===== config.mk =====
export PLATFORM = sky130hd
export DESIGN_NAME = max_heap_priority_queue_core_flat
export DESIGN_NICKNAME = d
export VERILOG_FILES = /design/src/hdl/mhpq_pkg.sv /design/src/hdl/mhpq_if.sv /design/src/hdl/max_heap_priority_queue_core.sv /design/src/hdl/mhpq_ram.sv /design/src/flat_wrapper.sv
export SDC_FILE = /design/constraint.sdc
export NUM_CORES = 1
export LEC_CHECK = 0
export BUFFER_PORTS_ARGS = -buffer_cell sky130_fd_sc_hd__buf_2
export CAP_MARGIN = 20
export CORE_MARGIN = 2
export CORE_UTILIZATION = 30
export DETAILED_ROUTE_END_ITERATION = 8
export GPL_TIMING_DRIVEN = 0
export REMOVE_ABC_BUFFERS = 1
export SYNTH_ARGS = -nofsm -noshare
export SYNTH_HDL_FRONTEND = slang
export SYNTH_SLANG_ARGS = --single-unit

===== constraint.sdc =====
create_clock -name clock -period 9.2 [get_ports clock]
set_clock_uncertainty 0.1 [all_clocks]
set_input_delay 1.84 -clock clock [delete_from_list [all_inputs] [get_ports clock]]
set_output_delay 1.84 -clock clock [all_outputs]
set_load 0.005 [all_outputs]

===== src/hdl/mhpq_pkg.sv =====
`default_nettype none

package mhpq_pkg;

   localparam int VALUE_W  = 32;
   localparam int MODE_W   = 2;
   localparam int STATUS_W = 2;
   localparam int IDX_W    = 4;

   typedef logic signed [VALUE_W-1:0] value_type;
   typedef logic [MODE_W-1:0]         mode_type;
   typedef logic [STATUS_W-1:0]       status_type;
   typedef logic [IDX_W-1:0]          idx_type;

   localparam mode_type MODE_INSERT = 2'd0;
   localparam mode_type MODE_DELETE = 2'd1;
   localparam mode_type MODE_READ   = 2'd2;

   localparam status_type STATUS_DONE      = 2'd0;
   localparam status_type STATUS_FULL      = 2'd1;
   localparam status_type STATUS_NOT_FOUND = 2'd2;
   localparam status_type STATUS_BAD_INDEX = 2'd3;

endpackage

`default_nettype wire


===== src/hdl/mhpq_if.sv =====
`default_nettype none

interface mhpq_req_if
   import mhpq_pkg::*;
();
   logic      valid;
   logic      ready;
   mode_type  mode;
   value_type operand_value;
   idx_type   entry_index;

   modport source (output valid, mode, operand_value, entry_index, input ready);
   modport sink   (input valid, mode, operand_value, entry_index, output ready);
endinterface

interface mhpq_rsp_if
   import mhpq_pkg::*;
#(
   parameter int CNT_W = 5
) ();
   logic             valid;
   logic             ready;
   status_type       status;
   value_type        result_value;
   value_type        top_value;
   logic [CNT_W-1:0] count;

   modport source (output valid, status, result_value, top_value, count, input ready);
   modport sink   (input valid, status, result_value, top_value, count, output ready);
endinterface

`default_nettype wire


===== src/hdl/max_heap_priority_queue_core.sv =====
// Binary max-heap priority queue of signed 32-bit values.
//
// req_ch carries one operation per transfer: insert operand_value, delete
// the first entry equal to operand_value, or read the entry at entry_index.
// rsp_ch returns one result per operation with a status, the read value,
// the current maximum and the entry count after the operation.
//
// The heap lives in a RAM with registered read; a small sequencer runs the
// search, swap and full bottom-up sift-down rebuild one access per cycle.
// A rejected insert, a read beyond count or the unused code only reads
// the root for the response; a read first fetches its entry; a delete
// searches entries in order, and an accepted insert or delete rebuilds
// the whole heap node by node with swaps, so it runs longer as the heap
// fills. req_ch.ready is high only while the sequencer is idle, so the
// next transfer comes at earliest the cycle after the result is registered.
//
// Reset empties the heap (count zero); memory contents are not cleared.
// The result sits in an output register: a new operation can be taken
// while it waits, but that operation holds its own result until rsp_ch
// has taken the previous one.

`default_nettype none

module max_heap_priority_queue_core
   import mhpq_pkg::*;
#(
   parameter int CAPACITY = 16
) (
   input wire logic   clock,
   input wire logic   reset,
   mhpq_req_if.sink   req_ch,
   mhpq_rsp_if.source rsp_ch
);

   localparam int AW   = $clog2(CAPACITY);
   localparam int CW   = $clog2(CAPACITY + 1);
   localparam int XW   = AW + 2;
   localparam int CMPW = (IDX_W > CW) ? IDX_W : CW;

   localparam logic [4:0] ST_IDLE      = 5'd0;
   localparam logic [4:0] ST_OP        = 5'd1;
   localparam logic [4:0] ST_SRCH_RD   = 5'd2;
   localparam logic [4:0] ST_SRCH_CMP  = 5'd3;
   localparam logic [4:0] ST_DEL_WR    = 5'd4;
   localparam logic [4:0] ST_READ_WAIT = 5'd5;
   localparam logic [4:0] ST_RB_START  = 5'd6;
   localparam logic [4:0] ST_SFT_RD    = 5'd7;
   localparam logic [4:0] ST_SFT_NODE  = 5'd8;
   localparam logic [4:0] ST_SFT_L     = 5'd9;
   localparam logic [4:0] ST_SFT_LCMP  = 5'd10;
   localparam logic [4:0] ST_SFT_RCMP  = 5'd11;
   localparam logic [4:0] ST_SFT_SWAP  = 5'd12;
   localparam logic [4:0] ST_SFT_SWAP2 = 5'd13;
   localparam logic [4:0] ST_TOP_RD    = 5'd14;
   localparam logic [4:0] ST_TOP_WAIT  = 5'd15;

   logic [4:0]    state_ff, state_in;
   logic [CW-1:0] cnt_ff, cnt_in;
   logic          rsp_valid_ff, rsp_valid_in;

   mode_type      mode_ff, mode_in;
   value_type     val_ff, val_in;
   idx_type       idx_ff, idx_in;
   logic [CW-1:0] k_ff, k_in;
   logic [AW-1:0] node_ff, node_in;
   logic [AW-1:0] best_ff, best_in;
   value_type     nv_ff, nv_in;
   value_type     bv_ff, bv_in;
   status_type    status_ff, status_in;
   value_type     result_ff, result_in;

   status_type    rsp_status_ff, rsp_status_in;
   value_type     rsp_result_ff, rsp_result_in;
   value_type     rsp_top_ff, rsp_top_in;
   logic [CW-1:0] rsp_count_ff, rsp_count_in;

   logic          ram_we;
   logic [AW-1:0] ram_waddr;
   value_type     ram_wdata;
   logic [AW-1:0] ram_raddr;
   value_type     ram_rdata;

   logic [XW-1:0] left_idx;
   logic [XW-1:0] right_idx;
   logic [XW-1:0] cnt_x;
   logic          rsp_free;

   mhpq_ram #(
      .WIDTH (VALUE_W),
      .DEPTH (CAPACITY)
   ) u_heap_ram (
      .clock   (clock),
      .wr_en   (ram_we),
      .wr_addr (ram_waddr),
      .wr_data (ram_wdata),
      .rd_addr (ram_raddr),
      .rd_data (ram_rdata)
   );

   assign left_idx  = XW'({node_ff, 1'b1});
   assign right_idx = left_idx + XW'(1);
   assign cnt_x     = XW'(cnt_ff);
   assign rsp_free  = !rsp_valid_ff || rsp_ch.ready;

   assign req_ch.ready        = (state_ff == ST_IDLE);
   assign rsp_ch.valid        = rsp_valid_ff;
   assign rsp_ch.status       = rsp_status_ff;
   assign rsp_ch.result_value = rsp_result_ff;
   assign rsp_ch.top_value    = rsp_top_ff;
   assign rsp_ch.count        = rsp_count_ff;

   always_comb begin
      state_in      = state_ff;
      cnt_in        = cnt_ff;
      rsp_valid_in  = rsp_valid_ff && !rsp_ch.ready;
      mode_in       = mode_ff;
      val_in        = val_ff;
      idx_in        = idx_ff;
      k_in          = k_ff;
      node_in       = node_ff;
      best_in       = best_ff;
      nv_in         = nv_ff;
      bv_in         = bv_ff;
      status_in     = status_ff;
      result_in     = result_ff;
      rsp_status_in = rsp_status_ff;
      rsp_result_in = rsp_result_ff;
      rsp_top_in    = rsp_top_ff;
      rsp_count_in  = rsp_count_ff;
      ram_we        = 1'b0;
      ram_waddr     = '0;
      ram_wdata     = val_ff;
      ram_raddr     = '0;

      case (state_ff)
         ST_IDLE: begin
            if (req_ch.valid) begin
               mode_in  = req_ch.mode;
               val_in   = req_ch.operand_value;
               idx_in   = req_ch.entry_index;
               state_in = ST_OP;
            end
         end
         ST_OP: begin
            status_in = STATUS_DONE;
            result_in = '0;
            k_in      = '0;
            case (mode_ff)
               MODE_INSERT: begin
                  if (cnt_ff >= CW'(CAPACITY)) begin
                     status_in = STATUS_FULL;
                     state_in  = ST_TOP_RD;
                  end else begin
                     ram_we    = 1'b1;
                     ram_waddr = AW'(cnt_ff);
                     cnt_in    = cnt_ff + CW'(1);
                     state_in  = ST_RB_START;
                  end
               end
               MODE_DELETE: begin
                  state_in = ST_SRCH_RD;
               end
               MODE_READ: begin
                  if (CMPW'(idx_ff) >= CMPW'(cnt_ff)) begin
                     status_in = STATUS_BAD_INDEX;
                     state_in  = ST_TOP_RD;
                  end else begin
                     ram_raddr = AW'(idx_ff);
                     state_in  = ST_READ_WAIT;
                  end
               end
               default: begin
                  state_in = ST_TOP_RD;
               end
            endcase
         end
         ST_SRCH_RD: begin
            if (k_ff >= cnt_ff) begin
               status_in = STATUS_NOT_FOUND;
               state_in  = ST_TOP_RD;
            end else begin
               ram_raddr = AW'(k_ff);
               state_in  = ST_SRCH_CMP;
            end
         end
         ST_SRCH_CMP: begin
            if (ram_rdata == val_ff) begin
               ram_raddr = AW'(cnt_ff - CW'(1));
               state_in  = ST_DEL_WR;
            end else begin
               k_in     = k_ff + CW'(1);
               state_in = ST_SRCH_RD;
            end
         end
         ST_DEL_WR: begin
            // last entry moves into the hole; the tail slot is dropped
            ram_we    = 1'b1;
            ram_waddr = AW'(k_ff);
            ram_wdata = ram_rdata;
            cnt_in    = cnt_ff - CW'(1);
            state_in  = ST_RB_START;
         end
         ST_READ_WAIT: begin
            result_in = ram_rdata;
            state_in  = ST_TOP_RD;
         end
         ST_RB_START: begin
            k_in     = cnt_ff >> 1;
            state_in = ST_SFT_RD;
         end
         ST_SFT_RD: begin
            if (k_ff == '0) begin
               state_in = ST_TOP_RD;
            end else begin
               node_in   = AW'(k_ff - CW'(1));
               ram_raddr = AW'(k_ff - CW'(1));
               state_in  = ST_SFT_NODE;
            end
         end
         ST_SFT_NODE: begin
            nv_in    = ram_rdata;
            state_in = ST_SFT_L;
         end
         ST_SFT_L: begin
            if (left_idx >= cnt_x) begin
               k_in     = k_ff - CW'(1);
               state_in = ST_SFT_RD;
            end else begin
               ram_raddr = AW'(left_idx);
               state_in  = ST_SFT_LCMP;
            end
         end
         ST_SFT_LCMP: begin
            if (ram_rdata > nv_ff) begin
               best_in = AW'(left_idx);
               bv_in   = ram_rdata;
            end else begin
               best_in = node_ff;
               bv_in   = nv_ff;
            end
            if (right_idx < cnt_x) begin
               ram_raddr = AW'(right_idx);
               state_in  = ST_SFT_RCMP;
            end else begin
               state_in = ST_SFT_SWAP;
            end
         end
         ST_SFT_RCMP: begin
            if (ram_rdata > bv_ff) begin
               best_in = AW'(right_idx);
               bv_in   = ram_rdata;
            end
            state_in = ST_SFT_SWAP;
         end
         ST_SFT_SWAP: begin
            if (best_ff == node_ff) begin
               k_in     = k_ff - CW'(1);
               state_in = ST_SFT_RD;
            end else begin
               ram_we    = 1'b1;
               ram_waddr = node_ff;
               ram_wdata = bv_ff;
               state_in  = ST_SFT_SWAP2;
            end
         end
         ST_SFT_SWAP2: begin
            ram_we    = 1'b1;
            ram_waddr = best_ff;
            ram_wdata = nv_ff;
            node_in   = best_ff;
            state_in  = ST_SFT_L;
         end
         ST_TOP_RD: begin
            state_in = ST_TOP_WAIT;
         end
         ST_TOP_WAIT: begin
            // read address stays at the root so the data holds while stalled
            if (rsp_free) begin
               rsp_valid_in  = 1'b1;
               rsp_status_in = status_ff;
               rsp_result_in = result_ff;
               rsp_top_in    = (cnt_ff == '0) ? '0 : ram_rdata;
               rsp_count_in  = cnt_ff;
               state_in      = ST_IDLE;
            end
         end
         default: begin
            state_in = ST_IDLE;
         end
      endcase
   end

   always_ff @(posedge clock) begin
      if (reset) begin
         state_ff     <= ST_IDLE;
         cnt_ff       <= '0;
         rsp_valid_ff <= 1'b0;
      end else begin
         state_ff     <= state_in;
         cnt_ff       <= cnt_in;
         rsp_valid_ff <= rsp_valid_in;
      end
   end

   always_ff @(posedge clock) begin
      mode_ff       <= mode_in;
      val_ff        <= val_in;
      idx_ff        <= idx_in;
      k_ff          <= k_in;
      node_ff       <= node_in;
      best_ff       <= best_in;
      nv_ff         <= nv_in;
      bv_ff         <= bv_in;
      status_ff     <= status_in;
      result_ff     <= result_in;
      rsp_status_ff <= rsp_status_in;
      rsp_result_ff <= rsp_result_in;
      rsp_top_ff    <= rsp_top_in;
      rsp_count_ff  <= rsp_count_in;
   end

endmodule

`default_nettype wire


===== src/hdl/mhpq_ram.sv =====
`default_nettype none

module mhpq_ram #(
   parameter int WIDTH = 32,
   parameter int DEPTH = 16,
   localparam int AW   = (DEPTH > 1) ? $clog2(DEPTH) : 1
) (
   input  wire logic             clock,
   input  wire logic             wr_en,
   input  wire logic [AW-1:0]    wr_addr,
   input  wire logic [WIDTH-1:0] wr_data,
   input  wire logic [AW-1:0]    rd_addr,
   output logic      [WIDTH-1:0] rd_data
);

   logic [WIDTH-1:0] mem [DEPTH];

   always_ff @(posedge clock) begin
      if (wr_en) begin
         mem[wr_addr] <= wr_data;
      end
      rd_data <= mem[rd_addr];
   end

endmodule

`default_nettype wire


===== src/flat_wrapper.sv =====
// flat-port wrapper written by rule: the top's interface ports become plain ports
module max_heap_priority_queue_core_flat import mhpq_pkg::*;
#(
   parameter int CAPACITY = 16
)
  (clock, reset, req_ch_valid, req_ch_mode, req_ch_operand_value, req_ch_entry_index, req_ch_ready, rsp_ch_valid, rsp_ch_status, rsp_ch_result_value, rsp_ch_top_value, rsp_ch_count, rsp_ch_ready);
  mhpq_req_if req_ch_i ();
  mhpq_rsp_if rsp_ch_i ();
  input wire logic clock;
  input wire logic reset;
  input wire logic [$bits(req_ch_i.valid)-1:0] req_ch_valid;
  input wire logic [$bits(req_ch_i.mode)-1:0] req_ch_mode;
  input wire logic [$bits(req_ch_i.operand_value)-1:0] req_ch_operand_value;
  input wire logic [$bits(req_ch_i.entry_index)-1:0] req_ch_entry_index;
  output wire logic [$bits(req_ch_i.ready)-1:0] req_ch_ready;
  output wire logic [$bits(rsp_ch_i.valid)-1:0] rsp_ch_valid;
  output wire logic [$bits(rsp_ch_i.status)-1:0] rsp_ch_status;
  output wire logic [$bits(rsp_ch_i.result_value)-1:0] rsp_ch_result_value;
  output wire logic [$bits(rsp_ch_i.top_value)-1:0] rsp_ch_top_value;
  output wire logic [$bits(rsp_ch_i.count)-1:0] rsp_ch_count;
  input wire logic [$bits(rsp_ch_i.ready)-1:0] rsp_ch_ready;
  assign req_ch_i.valid = req_ch_valid;
  assign req_ch_i.mode = req_ch_mode;
  assign req_ch_i.operand_value = req_ch_operand_value;
  assign req_ch_i.entry_index = req_ch_entry_index;
  assign req_ch_ready = req_ch_i.ready;
  assign rsp_ch_valid = rsp_ch_i.valid;
  assign rsp_ch_status = rsp_ch_i.status;
  assign rsp_ch_result_value = rsp_ch_i.result_value;
  assign rsp_ch_top_value = rsp_ch_i.top_value;
  assign rsp_ch_count = rsp_ch_i.count;
  assign rsp_ch_i.ready = rsp_ch_ready;
  max_heap_priority_queue_core #(.CAPACITY(CAPACITY)) u_core (.clock(clock), .reset(reset), .req_ch(req_ch_i), .rsp_ch(rsp_ch_i));
endmodule

# Yosys cells after proc, flatten, opt, wreduce, memory -nomap -nowiden
# Memory sizes are Yosys's and may differ from the RTL's. A register that Yosys moved wholly into a read port is not among the register bits.
# Cells that the tools add are included.
[word_totals]
reg_bits = 231
mem_bits_rw = 512
input_bits = 42
out_inout_bits = 73
word_cells = 138
n_memories = 1
[mem_list]
columns = ["name", "depth", "width", "rd", "rd_ports_with_merged_regs", "wr", "line_no", "source"]
rows = [
  ["u_core.u_heap_ram.mem", 16, 32, 1, 1, 1, "mhpq_ram.sv:16", "logic [WIDTH-1:0] mem [DEPTH];"],
]
[classes]
add_sub_neg = 5
order_cmp = 7
n_eq_ne = 29
muxes = 55
n_reduce_logical = 24
[ops]
columns = ["operator", "n"]
rows = [
  ["$pmux W32 S2", 2],
  ["$mux W32", 3],
  ["$pmux W32 S3", 1],
  ["$pmux W5 S15", 1],
  ["$mux W4", 18],
  ["$gt A32 B32 Y1", 2],
  ["$eq A5 B4 Y1 const B", 8],
  ["$mux W5", 7],
  ["$eq A32 B32 Y1", 1],
  ["$pmux W5 S5", 1],
  ["$pmux W4 S6", 1],
  ["$eq A5 B3 Y1 const B", 4],
  ["$pmux W4 S2", 2],
  ["$pmux W4 S4", 1],
  ["$logic_not A5 Y1", 3],
  ["$pmux W5 S3", 1],
  ["$reduce_and A2 Y1", 6],
  ["$add A5 B1 Y5 const B", 2],
  ["$eq A5 B2 Y1 const B", 2],
  ["$ge A5 B5 Y1", 2],
  ["$ne A2 B1 Y1 const B", 5],
  ["$ne A2 B2 Y1 const B", 5],
  ["$pmux W5 S2", 1],
  ["$reduce_bool A2 Y1", 5],
  ["22 further kinds", 36],
]

# Longest topological paths before layout
# Gate-level depths: netlist of run 1.
[depth]
ltp_word = 6
ltp_mapped = 14
mapped_depth_nobuf = 11

# By module
# A second synthesis of run 1 with hierarchy kept.
[hier_totals]
hier_cells = 1875
hier_area_um2 = 31931.9
[modules_own_cells]
columns = ["module", "instances", "cells_each", "area_each_um2", "seq_area_each_um2"]
rows = [
  ["mhpq_ram", 1, 838, 19835.3, 16015.4],
  ["max_heap_priority_queue_core", 1, 1037, 12096.6, 6806.5],
]

# Least setup slack after synthesis of run 1
# OpenSTA, ideal clock, no wires.
[synth_timing]
path_kind = "input to register"
from = "in rsp_ch_ready"
to = "reg u_core.rsp_count_ff[0] (netlist: u_core.rsp_ch.count[0]), enable pin"
arrival_time_ps = 5148
required_time_ps = 8592
slack_ps = 3444
path_stages = 2
path_cell_list = "nand2b_1 nor2b_1"
[synth_between]
elab_chain_cells = 2
[synth_lines]
columns = ["item", "line_no", "source"]
rows = [
  ["start: declaration", "flat_wrapper.sv:21", "input wire logic [$bits(rsp_ch_i.ready)-1:0] rsp_ch_ready;"],
  ["$logic_or A1 B1 Y1", "max_heap_priority_queue_core.sv:103", "assign rsp_free = !rsp_valid_ff || rsp_ch.ready;"],
  ["$reduce_and A2 Y1 (no source line)", "n/a", ""],
  ["end signal: assignment", "max_heap_priority_queue_core.sv:319", "rsp_count_ff <= rsp_count_in;"],
  ["end: declaration", "max_heap_priority_queue_core.sv:75", "logic [CW-1:0] rsp_count_ff, rsp_count_in;"],
]
# No other way between the ends.
# A chain may end at the register's enable or synchronous reset.

# Worst setup path after layout of run 1
[layout_timing]
from = "reg u_core.val_ff[30]"
to = "reg u_core.u_heap_ram.rd_data[13] (read register of u_core.u_heap_ram.mem)"
[layout_between]
elab_chain_cells = 3
[layout_lines]
columns = ["item", "line_no", "source"]
rows = [
  ["start: declaration", "max_heap_priority_queue_core.sv:62", "value_type val_ff, val_in;"],
  ["start signal: assignment", "max_heap_priority_queue_core.sv:307", "val_ff <= val_in;"],
  ["$eq A32 B32 Y1", "max_heap_priority_queue_core.sv:187", "if (ram_rdata == val_ff) begin"],
  ["$mux W4", "max_heap_priority_queue_core.sv:187", ""],
  ["$pmux W4 S6", "max_heap_priority_queue_core.sv:135", "case (state_ff)"],
  ["end: declaration", "mhpq_ram.sv:13", "output logic [WIDTH-1:0] rd_data"],
]
# No other way between the ends.

==> impl_metrics.json, run 1 <==
{
  "status": "finished clean",
  "core-area_sq_mm": 0.109,
  "synth_ff_type": "edfxtp_1",
  "antenna_found_initial": 3,
  "gr-total-overflow": 0,
  "critPathKind": "reg2reg",
  "drt-wirelength-per-cell_um": 23.7,
  "chipWidth_um": 335,
  "viasPerCell": 5.10,
  "required_ps": 9650,
  "yosys.area.top_type": "edfxtp_1",
  "place.gp.congestion": 0.848,
  "hpwl_mm": 61.2,
  "synthTopCellsByArea": "edfxtp_1, mux2_2, ha_1",
  "grt_start_max_net_pins": 35,
  "synth_warnings": 0,
  "cts_sinks": 774,
  "grt_use_total_pct": 15.9,
  "cellLeakagePower_nw": 13.3,
  "drt_iter0_markers": 1847,
  "syn_area_per_cell_sq_um": 15.3,
  "dp_cells": 3658,
  "postCtsSetupRepairBufs": 0,
  "cts_tree": "done",
  "initial_utilization_pct": 30.2,
  "rows": 121,
  "worstMarginPinSlew_ps": 1160,
  "max-slew-margin-rel_pct": 21.6,
  "drv_cap": 0,
  "utilization_pct": 36.2,
  "startpoint_type": "flop",
  "stdcell_count": 3814,
  "max_freq_ghz": 0.174,
  "rsz0062_at_grt": "no",
  "fillCellCount": 10139,
  "synth_commonest_cells": "edfxtp_1, nand2_1, mux2_2, ha_1, inv_1",
  "vias": 19445,
  "min_period_ps": 5750,
  "grt_pass1_wl_mm": 130,
  "crit_arrival_ps": 6200,
  "post_cts_resized": 0,
  "synth-edff-count": 732,
  "yosysUniqueCellTypes": 68,
  "layout.nets": 2458,
  "peakVddDrop_uv": 164,
  "finalCritPeriodShare_pct": 62.5,
  "area_growth_pct": 19.8,
  "drc": 0,
  "synth_top_cell_area_share_pct": 67.1,
  "synthesis.area_sq_mm": 0.0328,
  "critical_path.endpoint_type": "flop",
  "multiInputGateArea_sq_mm": 0.00932,
  "synthArstFlopShare_pct": 0,
  "synth_most_common_cell": "edfxtp_1",
  "die_h_um": 335,
  "drv_slew": 0,
  "yosysSeqAreaShare_pct": 69.6,
  "grt_pass1_vias": 18735,
  "power_mw": 11.9,
  "drt_wl_total_mm": 90.3,
  "ff2ff_path_depth": 12,
  "path_clk_slew_ps": 60,
  "synthCells": 2146,
  "finalSetupViolCount": 0,
  "holdWs_ps": 303,
  "hp-class": "reg2reg",
  "dr.pass1.iters": 8,
  "powerDensity_mw_per_mm2": 303,
  "h-tree-depth": 3,
  "clockBufferDepth": 3,
  "yosys_register_bits": 774,
  "numCtsBuffers": 83,
  "hold_violations": 0,
  "ant_nets": 0,
  "io_pins": 115,
  "die_area_sq_mm": 0.112,
  "portBuffers": 114,
  "cp_max_fo": 25,
  "drive_above_1_share_pct": 23.8,
  "ff_latch_area_sq_mm": 0.0228,
  "clock_latency_ps": 670,
  "min_path_cells": 0,
  "cts_hold_buf": 0,
  "cts-root-buf": "clkbuf_16"
}
## cell type report
type,instances,area share [%]
repair buffers,202,5.48
well taps,1414,4.51
clock buffers,102,5.60
flip-flops and latches,774,58.1
diodes,1,0.00637
inverters,74,0.707
multi-input cells,1194,23.7
clock inverters,53,1.86
## critical path, stage by stage, from the launching register on
cell and delay (ps):
edfxtp_1 520, xnor2_1 430, nand4_1 340, nor4_1 1060, nand3_1 620, o2111ai_4 950
buf_12 290, buf_12 220, buf_16 190, buf_12 210, mux2_2 350, o22ai_1 230
nor4_2 60
## worst paths after layout
kind | start | endpoint | slack (ps)
min | u_core.result_ff[4] | u_core.rsp_ch.result_value[4] | 300
max | u_core.val_ff[30] | u_core.u_heap_ram.rd_data[13] | 3450
min reg2reg | u_core.result_ff[4] | u_core.rsp_ch.result_value[4] | 300
max reg2reg | u_core.val_ff[30] | u_core.u_heap_ram.rd_data[13] | 3450
## layer usage
metal  GRT usage [%]  routed length (um)
met5               0                  27
met4            4.91                2280
met3            2.78                6160
met2            24.2               40200
met1            23.0               41700
## state kept, by name (all words and copies together), names as in the netlist, 32 cells and up
| register | count |
|---|---|
| u_core.u_heap_ram.mem | 512 |
| u_core.nv_ff | 32 |
| u_core.bv_ff | 32 |
| u_core.result_ff | 32 |
| u_core.rsp_ch.result_value | 32 |
| u_core.val_ff | 32 |
| u_core.u_heap_ram.rd_data | 32 |
| u_core.rsp_ch.top_value | 32 |
## layout by cell type (no fill, tap or decap), types with 47 or more instances in the layout
master	count
mux2_2	160
mux2i_1	65
inv_1	74
a21oi_1	47
nor2_1	47
clkbuf_16	83
ha_1	87
edfxtp_1	732
nand2_1	238
a32o_1	65
o22ai_1	67
buf_2	114
## metrics by stage
step / setup WS [ps] / instance area (sq um) / TNS [ps]
after floorplan: -765 / 32200 / -24480
after global placement: -7040 / 34500 / -1195750
after detailed placement: 3550 / 36300 / 0
after CTS: 3530 / 39300 / 0
after global routing: 3280 / 39300 / 0
final: 3450 / 39300 / 0
## report_power, final
group	internal, mW	switching (mW)	total [mW]
clock	2.07	1.46	3.53
sequential	4.67	0.543	5.21
combinational	1.29	1.85	3.14
total	8.03	3.85	11.9
## logic make-up after synthesis
logic type | synth area share [%]
and+or+nand+nor | 8.40
DFF | 69.6
AOI/OAI and AO/OA | 7.23
muxes | 7.48
buffers and inverters | 2.61
adders and majority gates | 3.32
xor gates and xnor gates | 1.31
Note: power is estimated with default switching activity, not from simulation.
==> run 2: changes to the inputs <==
--- a/config.mk
+++ b/config.mk
@@ -5,6 +5,7 @@
 export SDC_FILE = /design/constraint.sdc
 export NUM_CORES = 1
 export LEC_CHECK = 0
+export ABC_AREA = 1
 export BUFFER_PORTS_ARGS = -buffer_cell sky130_fd_sc_hd__buf_2
 export CAP_MARGIN = 20
 export CORE_MARGIN = 2
==> constraint.sdc (replaced) <==
create_clock -name clock -period 5.6 [get_ports clock]
set_clock_uncertainty 0.1 [all_clocks]
set_input_delay 1.12 -clock clock [delete_from_list [all_inputs] [get_ports clock]]
set_output_delay 1.12 -clock clock [all_outputs]
set_load 0.005 [all_outputs]
==> impl_metrics.json, run 2 <==
{
  "power_mw": 20.8,
  "viasPerCell": 4.94,
  "place.gp.congestion": 0.861,
  "yosys_register_bits": 774,
  "largest_register_ffs": 512,
  "reg2reg_from": "u_core.state_ff[3]",
  "finalSetupViolCount": 0,
  "worstMarginPinSlew_ps": 1160,
  "hpwl_mm": 66.2,
  "gr-total-overflow": 0,
  "powerDensity_mw_per_mm2": 503,
  "layout.nets": 3543,
  "grt_use_total_pct": 16.9,
  "crit_arrival_ps": 5280,
  "portBuffers": 114,
  "ant_nets": 0,
  "vias": 24774,
  "holdWs_ps": 310,
  "required_ps": 5830,
  "peakVddDrop_uv": 275,
  "cp.depth": 10,
  "crit_slowest_cell": "nor2_4",
  "cts_sinks": 774,
  "cts_tree": "done",
  "hold_violations": 0,
  "synthArstFlopShare_pct": 0,
  "synth_warnings": 0,
  "numCtsBuffers": 84,
  "synth-edff-count": 732,
  "cts_hold_buf": 0,
  "yosysUniqueCellTypes": 45,
  "cp_max_fo": 26,
  "clock_latency_ps": 660,
  "chipWidth_um": 345,
  "initial_utilization_pct": 30.2,
  "yosysSeqAreaShare_pct": 65.4,
  "grt_pass1_vias": 23156,
  "endpoint": "u_core.u_heap_ram.mem[6][5]",
  "hp-class": "reg2reg",
  "drc": 0,
  "min_path_cells": 0,
  "rr_endpoint": "u_core.u_heap_ram.mem[6][5]",
  "postCtsSetupRepairBufs": 0,
  "startpoint_type": "flop",
  "synth_top_cell_area_share_pct": 63.0,
  "cellLeakagePower_nw": 16.5,
  "ff2ff_path_depth": 10,
  "dr.pass1.iters": 5,
  "layout_commonest_cell": "nand2_1",
  "drv_slew": 0,
  "drt-wirelength-per-cell_um": 20.6,
  "die_h_um": 345,
  "grt_start_max_net_pins": 132,
  "path_common_cell": "inv_1",
  "clockBufferDepth": 3,
  "drt_wl_total_mm": 103,
  "synth_commonest_cells": "nand2_1, edfxtp_1, nand3_1, inv_1, nor2_1",
  "synthesis.area_sq_mm": 0.0349,
  "die_area_sq_mm": 0.119,
  "crit_start": "u_core.state_ff[3]",
  "antenna_found_initial": 9,
  "mostFrequentLayoutCells": "nand2_1, edfxtp_1, nand3_1, inv_1, buf_2",
  "status": "finished clean",
  "h-tree-depth": 3,
  "critPathBufInv": 4,
  "max-slew-margin-rel_pct": 22.9,
  "critPathKind": "reg2reg",
  "rsz0062_at_grt": "no",
  "synthCells": 3277,
  "critical_path.endpoint_type": "flop",
  "area_growth_pct": 18.5,
  "max_freq_ghz": 0.198,
  "synthTopCellsByArea": "edfxtp_1, nand2_1, nand3_1",
  "regMostFlops": "u_core.u_heap_ram.mem",
  "io_pins": 115,
  "grt_pass1_wl_mm": 151,
  "post_cts_resized": 0,
  "utilization_pct": 35.7,
  "finalCritPeriodShare_pct": 90.2,
  "yosys.area.top_type": "edfxtp_1",
  "synth_most_common_cell": "nand2_1",
  "cts-root-buf": "clkbuf_16",
  "critPathTopFamily": "simple AND/OR/NAND/NOR gates",
  "path_cells": "inv_1, nand2_1, nor2_4, inv_1, o21ai_0, inv_1, nand3_1, nand4_1, nor2_4, buf_12",
  "drive_above_1_share_pct": 11.1,
  "path_clk_slew_ps": 60,
  "rrSetupSlack_ps": 550,
  "syn_area_per_cell_sq_um": 10.6,
  "min_period_ps": 5050,
  "drv_cap": 0,
  "rows": 125,
  "max_stage_delay_ps": 880,
  "synth_ff_type": "edfxtp_1",
  "drt_iter0_markers": 3210,
  "core-area_sq_mm": 0.116
}
run 2: kinds of logic after synthesis:
kind of cell	synth area share (%)
flops	65.4
buf+inv	6.33
compound gates	3.39
fa+ha+maj	3.12
simple gates	20.9
xor+xnor	0.853
run 2: worst min path at each step:
stage | slack [ps] | to | start
floorplan | 300 | u_core.rsp_ch.result_value[0] | u_core.result_ff[0]
global placement | 300 | u_core.rsp_ch.result_value[7] | u_core.result_ff[7]
detailed placement | 300 | u_core.rsp_ch.result_value[12] | u_core.result_ff[12]
CTS | 300 | u_core.rsp_ch.result_value[7] | u_core.result_ff[7]
global route | 320 | u_core.rsp_ch.result_value[9] | u_core.result_ff[9]
finish | 310 | u_core.rsp_ch.result_value[7] | u_core.result_ff[7]
run 2: stage by stage:
stage                     cells  setup TNS [ps]  instance area [sq um]  setup slack [ps]
after CTS                  4998               0                  41300               673
after floorplan            3118         -110190                  34100             -3440
final                      5010               0                  41300               551
after global placement     4756        -2633520                  36600            -11950
after global routing       5009               0                  41300               208
after detailed placement   4842               0                  38600               721
run 2: cell type report:
| class | count | area [sq um] |
|---|---|---|
| multi-input combinational | 1963 | 10100 |
| clock inverter | 47 | 455 |
| timing repair buffer | 210 | 2390 |
| antenna | 2 | 5.00 |
| inverter | 381 | 1430 |
| fill | 11210 | 74400 |
| clock buffer | 109 | 2250 |
| tap | 1524 | 1910 |
| sequential | 774 | 22800 |
run 2: power by group:
part | total, mW | switching [mW] | internal, mW
Clock | 5.45 | 2.35 | 3.09
Combinational | 6.81 | 4.63 | 2.18
Sequential | 8.52 | 0.667 | 7.86
run 2: layer usage:
layer / up-vias / routed length [um] / part of all wire (%) / track usage (%)
li1: 11434 / - / - / -
met1: 11883 / 44600 / 43 / 24.3
met5: - / 91 / 0.088 / 0
met2: 1238 / 44600 / 43 / 25.3
met3: 205 / 10400 / 10 / 3.36
met4: 14 / 3200 / 3.1 / 5.85
